<file path="src/design/stable_min_priority_queue_defines.svh">
// Assertion macros for the stable minimum priority queue.
// Included by smpq_datapath, the RTL file that carries concurrent assertions; no other dependencies.
`ifndef STABLE_MIN_PRIORITY_QUEUE_DEFINES_SVH
`define STABLE_MIN_PRIORITY_QUEUE_DEFINES_SVH

// condition holds at every clock edge out of reset
`define SMPQ_ASSERT_ALWAYS(label, clk, rst, cond, msg) \
   label: assert property (@(posedge clk) disable iff (rst) (cond)) else $error(msg);

// implication checked at every clock edge out of reset
`define SMPQ_ASSERT_IMPLY(label, clk, rst, prop, msg) \
   label: assert property (@(posedge clk) disable iff (rst) prop) else $error(msg);

`endif

</file>
<file path="src/design/smpq_pkg.sv">
// Shared types and constants for the stable minimum priority queue.
// No dependencies.
`default_nettype none

package smpq_pkg;

   localparam int DEPTH = 16;
   localparam int CNT_W = $clog2(DEPTH + 1);
   localparam int DATA_W = 32;
   localparam int FILL_W = 5;

   typedef enum logic {
      MODE_ENQUEUE = 1'b0,
      MODE_DEQUEUE = 1'b1
   } smpq_mode_type;

   typedef enum logic [1:0] {
      STATUS_OK    = 2'd0,
      STATUS_EMPTY = 2'd1,
      STATUS_FULL  = 2'd2
   } smpq_status_type;

   typedef enum logic [1:0] {
      ST_IDLE,
      ST_EXEC,
      ST_RESP
   } smpq_state_type;

   typedef struct packed {
      logic load;
      logic exec;
   } smpq_cmd_type;

endpackage

`default_nettype wire

</file>
<file path="src/design/smpq_ctrl.sv">
// Controller for the priority queue: sequences load, execute and response beats.
// Depends on smpq_pkg.
`default_nettype none

module smpq_ctrl
   import smpq_pkg::*;
(
   input  wire logic         clock,
   input  wire logic         reset,
   input  wire logic         start,
   output logic              busy,
   output logic              rsp_strobe,
   output smpq_cmd_type      cmd
);

   smpq_state_type state_ff;
   smpq_state_type state_in;

   always_ff @(posedge clock) begin
      if (reset) begin
         state_ff <= ST_IDLE;
      end else begin
         state_ff <= state_in;
      end
   end

   always_comb begin
      state_in   = state_ff;
      busy       = 1'b1;
      rsp_strobe = 1'b0;
      cmd.load   = 1'b0;
      cmd.exec   = 1'b0;
      case (state_ff)
         ST_IDLE: begin
            busy = 1'b0;
            if (start) begin
               cmd.load = 1'b1;
               state_in = ST_EXEC;
            end
         end
         ST_EXEC: begin
            cmd.exec = 1'b1;
            state_in = ST_RESP;
         end
         ST_RESP: begin
            rsp_strobe = 1'b1;
            state_in   = ST_IDLE;
         end
         default: begin
            state_in = ST_IDLE;
         end
      endcase
   end

endmodule

`default_nettype wire

</file>
<file path="src/design/smpq_datapath.sv">
// Datapath for the priority queue: request latch, sorted shifting cell row,
// occupancy counter and result registers. Depends on smpq_pkg and the defines header.
`default_nettype none
`include "stable_min_priority_queue_defines.svh"

module smpq_datapath
   import smpq_pkg::*;
(
   input  wire logic                      clock,
   input  wire logic                      reset,
   input  wire smpq_cmd_type              cmd,
   input  wire logic                      req_mode,
   input  wire logic signed [DATA_W-1:0]  req_in_value,
   input  wire logic signed [DATA_W-1:0]  req_in_weight,
   output logic                           rsp_out_valid,
   output logic signed [DATA_W-1:0]       rsp_out_value,
   output logic signed [DATA_W-1:0]       rsp_out_weight,
   output logic [1:0]                     rsp_status,
   output logic [FILL_W-1:0]              rsp_fill_count
);

   smpq_mode_type            mode_ff;
   logic signed [DATA_W-1:0] value_ff;
   logic signed [DATA_W-1:0] weight_ff;

   logic signed [DATA_W-1:0] cell_value_ff  [DEPTH];
   logic signed [DATA_W-1:0] cell_weight_ff [DEPTH];
   logic signed [DATA_W-1:0] cell_value_in  [DEPTH];
   logic signed [DATA_W-1:0] cell_weight_in [DEPTH];

   logic [CNT_W-1:0] count_ff;
   logic [CNT_W-1:0] count_in;

   logic             out_valid_ff;
   logic [DATA_W-1:0] out_value_ff;
   logic [DATA_W-1:0] out_weight_ff;
   smpq_status_type  status_ff;
   logic [CNT_W-1:0] fill_ff;

   logic [DEPTH-1:0] le_vec;
   logic [DEPTH-1:0] ins_vec;
   logic             full;
   logic             empty;
   logic             do_enq;
   logic             do_deq;

   always_ff @(posedge clock) begin
      if (cmd.load) begin
         mode_ff   <= smpq_mode_type'(req_mode);
         value_ff  <= req_in_value;
         weight_ff <= req_in_weight;
      end
   end

   assign full   = (count_ff == CNT_W'(DEPTH));
   assign empty  = (count_ff == '0);
   assign do_enq = cmd.exec && (mode_ff == MODE_ENQUEUE) && !full;
   assign do_deq = cmd.exec && (mode_ff == MODE_DEQUEUE) && !empty;

   for (genvar i = 0; i < DEPTH; i++) begin : g_cell
      assign le_vec[i] = (count_ff > CNT_W'(i)) && (cell_weight_ff[i] <= weight_ff);

      if (i == 0) begin : g_first
         assign ins_vec[i] = !le_vec[i];
      end else begin : g_rest
         assign ins_vec[i] = !le_vec[i] && le_vec[i-1];
      end

      always_comb begin
         cell_value_in[i]  = cell_value_ff[i];
         cell_weight_in[i] = cell_weight_ff[i];
         if (mode_ff == MODE_DEQUEUE) begin
            if (i < DEPTH - 1) begin
               cell_value_in[i]  = cell_value_ff[(i + 1) % DEPTH];
               cell_weight_in[i] = cell_weight_ff[(i + 1) % DEPTH];
            end
         end else if (ins_vec[i]) begin
            cell_value_in[i]  = value_ff;
            cell_weight_in[i] = weight_ff;
         end else if (!le_vec[i] && i > 0) begin
            cell_value_in[i]  = cell_value_ff[(i + DEPTH - 1) % DEPTH];
            cell_weight_in[i] = cell_weight_ff[(i + DEPTH - 1) % DEPTH];
         end
      end

      always_ff @(posedge clock) begin
         if (do_enq || do_deq) begin
            cell_value_ff[i]  <= cell_value_in[i];
            cell_weight_ff[i] <= cell_weight_in[i];
         end
      end
   end

   always_comb begin
      count_in = count_ff;
      if (do_enq) begin
         count_in = count_ff + CNT_W'(1);
      end else if (do_deq) begin
         count_in = count_ff - CNT_W'(1);
      end
   end

   always_ff @(posedge clock) begin
      if (reset) begin
         count_ff <= '0;
      end else begin
         count_ff <= count_in;
      end
   end

   always_ff @(posedge clock) begin
      if (cmd.exec) begin
         out_valid_ff  <= do_deq;
         out_value_ff  <= do_deq ? cell_value_ff[0] : '0;
         out_weight_ff <= do_deq ? cell_weight_ff[0] : '0;
         fill_ff       <= count_in;
         if (mode_ff == MODE_ENQUEUE) begin
            status_ff <= full ? STATUS_FULL : STATUS_OK;
         end else begin
            status_ff <= empty ? STATUS_EMPTY : STATUS_OK;
         end
      end
   end

   assign rsp_out_valid  = out_valid_ff;
   assign rsp_out_value  = out_value_ff;
   assign rsp_out_weight = out_weight_ff;
   assign rsp_status     = status_ff;
   assign rsp_fill_count = FILL_W'(fill_ff);

   `SMPQ_ASSERT_ALWAYS(a_count_bound, clock, reset, count_ff <= CNT_W'(DEPTH),
      "occupancy above depth")
   `SMPQ_ASSERT_IMPLY(a_one_insert_slot, clock, reset, do_enq |-> $onehot(ins_vec),
      "sorted row has no single insertion point")
   `SMPQ_ASSERT_IMPLY(a_deq_count, clock, reset,
      do_deq |=> (count_ff == $past(count_ff) - CNT_W'(1)),
      "dequeue did not drop occupancy by one")

endmodule

`default_nettype wire

</file>
<file path="src/design/stable_min_priority_queue.sv">
// Stable minimum priority queue, sorted shifting register row of smpq_pkg::DEPTH entries.
// A start in idle is latched, executed, then answered by a result beat (rsp_strobe).
// The load/execute/respond controller takes no new command until idle again (busy low).
// The receiver cannot stall; each result beat is valid for one cycle only.
// Reset (synchronous, active high) empties the queue and returns the controller to idle.
// Depends on smpq_pkg, smpq_ctrl and smpq_datapath.
`default_nettype none

module stable_min_priority_queue
   import smpq_pkg::*;
(
   input  wire logic                      clock,
   input  wire logic                      reset,
   input  wire logic                      start,
   output logic                           busy,
   input  wire logic                      req_mode,
   input  wire logic signed [DATA_W-1:0]  req_in_value,
   input  wire logic signed [DATA_W-1:0]  req_in_weight,
   output logic                           rsp_strobe,
   output logic                           rsp_out_valid,
   output logic signed [DATA_W-1:0]       rsp_out_value,
   output logic signed [DATA_W-1:0]       rsp_out_weight,
   output logic [1:0]                     rsp_status,
   output logic [FILL_W-1:0]              rsp_fill_count
);

   smpq_cmd_type cmd;

   smpq_ctrl u_ctrl (
      .clock      (clock),
      .reset      (reset),
      .start      (start),
      .busy       (busy),
      .rsp_strobe (rsp_strobe),
      .cmd        (cmd)
   );

   smpq_datapath u_datapath (
      .clock          (clock),
      .reset          (reset),
      .cmd            (cmd),
      .req_mode       (req_mode),
      .req_in_value   (req_in_value),
      .req_in_weight  (req_in_weight),
      .rsp_out_valid  (rsp_out_valid),
      .rsp_out_value  (rsp_out_value),
      .rsp_out_weight (rsp_out_weight),
      .rsp_status     (rsp_status),
      .rsp_fill_count (rsp_fill_count)
   );

endmodule

`default_nettype wire
</file>
<file path="config.mk">
export PLATFORM = sky130hd
export DESIGN_NAME = stable_min_priority_queue
export DESIGN_NICKNAME = d
export VERILOG_FILES = /design/src/design/smpq_pkg.sv /design/src/design/smpq_ctrl.sv /design/src/design/smpq_datapath.sv /design/src/design/stable_min_priority_queue.sv
export VERILOG_INCLUDE_DIRS = /design/src /design/src/design
export SDC_FILE = /design/constraint.sdc
export NUM_CORES = 2
export LEC_CHECK = 0
export BUFFER_PORTS_ARGS = -buffer_cell sky130_fd_sc_hd__buf_2
export CORE_MARGIN = 3
export CORE_UTILIZATION = 47
export CTS_CLUSTER_SIZE = 12
export DETAILED_ROUTE_END_ITERATION = 10
export PLACE_DENSITY_LB_ADDON = 0.25
export SETUP_SLACK_MARGIN = 0.1
export SLEW_MARGIN = 20
export SYNTH_ARGS = -nofsm -noshare
export SYNTH_HDL_FRONTEND = slang
export SYNTH_SLANG_ARGS = --single-unit
export TNS_END_PERCENT = 30
</file>
<file path="constraint.sdc">
create_clock -name clock -period 9 [get_ports clock]
set_input_delay 0.9 -clock clock [delete_from_list [all_inputs] [get_ports clock]]
set_output_delay 0.9 -clock clock [all_outputs]
set_load 0.05 [all_outputs]
</file>
==> impl_metrics.py <==
metrics = {
    "setup_path": {
        "path_cells": "inv_1, ha_1, nand4_1, nor3_1, o311ai_1, and4_1, o31a_2, nor2_4, buf_4, o221ai_1",
        "slowest_stage": "nor3_1",
        "ff2ff_path_depth": 10,
        "crit_arrival_ps": 6820,
        "slowest_delay_ps": 760,
        "crit_type": "flop to flop",
        "ff2ff_setup_slack_ps": 2680,
        "r2r_end": "u_datapath.cell_value_ff[5][1]",
        "end_kind": "flop",
        "crit_path_start_kind": "flop",
        "cp.required_ps": 9500,
        "crit_fanout": 32,
        "r2r_start": "u_datapath.weight_ff[27]",
    },
    "timing": {
        "holdWs_ps": 269,
        "fin_crit_sh_pct": 70.3,
        "worst_pin_slew_ps": 1250,
        "fmax_ghz": 0.158,
        "clock_skew_ps": 43.2,
        "relSlewSlack_pct": 16.8,
        "rsz0062_at_grt": "false",
        "drv_slew": 0,
        "fin_tns_setup_ps": 0,
        "hold_viol_final": 0,
        "setup_ws_ps": 2680,
        "fin_crit_ps": 6320,
        "setup_viol_count_final": 0,
    },
    "clock_network": {
        "post_cts_resized": 0,
        "ctsHoldBuffers": 0,
        "clock_sinks": 1168,
        "path_clk_slew_ps": 60,
        "cts_tree": "built",
        "clk_path_buf_depth": 3,
        "root_buffer": "clkbuf_16",
        "postCtsSetupBuffers": 0,
        "clock_latency_ps": 810,
        "htree_levels": 4,
        "cts_made_buffers": 138,
    },
    "placement": {
        "gp_congestion": 1.05,
        "dp.cells": 8180,
        "dp_slack_ps": 3000,
        "dp_hpwl_mm": 175,
        "port_buffers": 141,
    },
    "global_routing": {
        "grt_pass1_vias": 57500,
        "grt_usage_pct": 35.1,
        "grt_start_max_net_pins": 192,
        "grt_pass1_wl_mm": 398,
        "grt.overflow.total": 0,
        "antenna_found_initial": 14,
    },
    "die": {
        "die_area_mm2": 0.154,
        "ios": 142,
        "core_mm2": 0.148,
        "start_util_pct": 47.4,
        "rows": 141,
        "die_h_um": 392,
        "die_w_um": 392,
    },
    "layout": {
        "mostFrequentLayoutCells": "1161 x edfxtp_1, 753 x nand2_1, 516 x ha_1, 466 x nand3_1, 328 x inv_1",
        "final_common_cell": "edfxtp_1",
        "final_cells": 8432,
        "drive_gt1_share_pct": 8.49,
        "syn2layout_area_growth_pct": 9.60,
        "final_net_count": 6978,
    },
    "worst_hold_path": {
        "worstHoldStart": "req_in_value[3]",
        "min_to": "u_datapath.value_ff[3]",
        "hold_class": "input pin to flop",
        "hold_depth": 1,
    },
    "routing": {
        "wire_per_inst_um": 32.9,
        "drc": 0,
        "via_count": 60900,
        "drt-initial-drc-count": 9560,
        "wl_mm": 277,
        "drt_pass1_iterations": 7,
        "ant_nets": 0,
        "vias_per_cell": 7.22,
    },
    "yosys": {
        "yosysWarnings": 0,
        "synth_flop_cell": "edfxtp_1",
        "seq_area_frac_synth_pct": 50.0,
        "synthesis.nets": 7164,
        "async_reset_ff_share_pct": 0,
        "synth.distinct_cells": 80,
        "synthCells": 6579,
        "synth-edff-count": 1161,
        "syn-cell-area_mm2": 0.0701,
        "avgSynthCellArea_um2": 10.7,
        "ys_seq_elements": 1168,
    },
    "power_and_ir_drop": {
        "power_mw": 13.9,
        "powerDensity_mw_per_mm2": 181,
        "peakVddDrop_uv": 185,
        "power.leakage_nw": 28.8,
    },
    "job": {
        "max_cap_viol_count": 0,
    },
    "run_status": {
        "run_status": "finished clean",
    },
}
## state kept, by name (all words and copies together), names as in the netlist
register and flops:
u_datapath.rsp_fill_count 5, u_datapath.value_ff 32, u_datapath.rsp_out_valid 1, u_ctrl.state_ff 2
u_datapath.mode_ff 1, u_datapath.cell_value_ff 512, u_datapath.weight_ff 32, u_datapath.rsp_status 2
u_datapath.rsp_out_weight 32, u_datapath.cell_weight_ff 512, u_datapath.count_ff 5, u_datapath.rsp_out_value 32
## stage by stage
stage	util [%]	instance area, µm²
global route	51.9	76800
detailed placement	49.0	72400
global placement	48.9	72300
CTS	51.9	76700
finish	51.9	76800
floorplan	-	70100
## power by group
group	switching, mW	total [mW]	internal [mW]
clock	2.46	5.51	3.05
sequential	0.203	6.51	6.31
combinational	1.30	1.90	0.594
## worst max-delay path, delay by kind of cell (launching register included)
family                     cells  cell delay [ps]
DFF                            1              430
buffers and inverters          2             1320
adders and majority gates      1              300
AOI/OAI and AO/OA              3             1390
and+or+nand+nor                4             2520
## synth_stat cells (all sizes together) (70+ instances only)
cell type | number | area share (%)
nand2 | 757 | 4.1
edfxtp | 1161 | 50
buf | 110 | 0.86
clkbuf | 506 | 2.7
nand3 | 467 | 3.3
o21ai | 348 | 2.5
a21o | 123 | 1.3
a221o | 321 | 4.6
nor3b | 190 | 2.0
nor2 | 149 | 0.80
o311ai | 296 | 3.7
inv | 331 | 1.8
and2 | 70 | 0.62
a21oi | 299 | 2.1
a31oi | 107 | 0.96
o221ai | 100 | 1.2
nand4 | 99 | 0.88
ha | 517 | 9.2
## final cells by class
class                   instances  area, µm²
multi-input cells            4464      31800
fillers                     12900      71000
diodes                          9       22.5
clock buffers                 170       3600
well taps                    1930       2410
flip-flops and latches       1168      35000
clock inverters                70        712
inverters                     331       1250
repair buffers                290       1970
## cell families after synthesis
group                      share of synthesized area (%)
AOI/OAI and AO/OA                                   21.3
xor gates and xnor gates                          0.0375
adders and majority gates                           9.23
buffers and inverters                               5.34
DFF                                                 50.0
muxes                                              0.914
and+or+nand+nor                                     13.2
## layer usage
metal,track usage [%],vias to the layer above,wire (µm),part of all wire (%)
li1,-,25400,-,-
met1,46.9,29900,106000,38
met2,51.4,4696,119000,43
met3,9.05,879,34900,13
met4,20.2,12,17900,6.5
met5,0,-,67,0.024
## how the worst max path moves through the flow
stage,from,to,slack [ps],cells past startpoint
after floorplan,u_ctrl.state_ff[1],u_datapath.cell_value_ff[13][0],830,6
after CTS,u_datapath.weight_ff[27],u_datapath.cell_weight_ff[5][31],3000,10
after global placement,u_datapath.weight_ff[22],u_datapath.cell_weight_ff[5][31],2250,10
after detailed placement,u_datapath.weight_ff[27],u_datapath.cell_weight_ff[5][31],3000,10
after global routing,u_datapath.weight_ff[27],u_datapath.cell_weight_ff[5][31],2680,10
final,u_datapath.weight_ff[27],u_datapath.cell_value_ff[5][1],2680,10
Power figures use the tool's default switching activity.
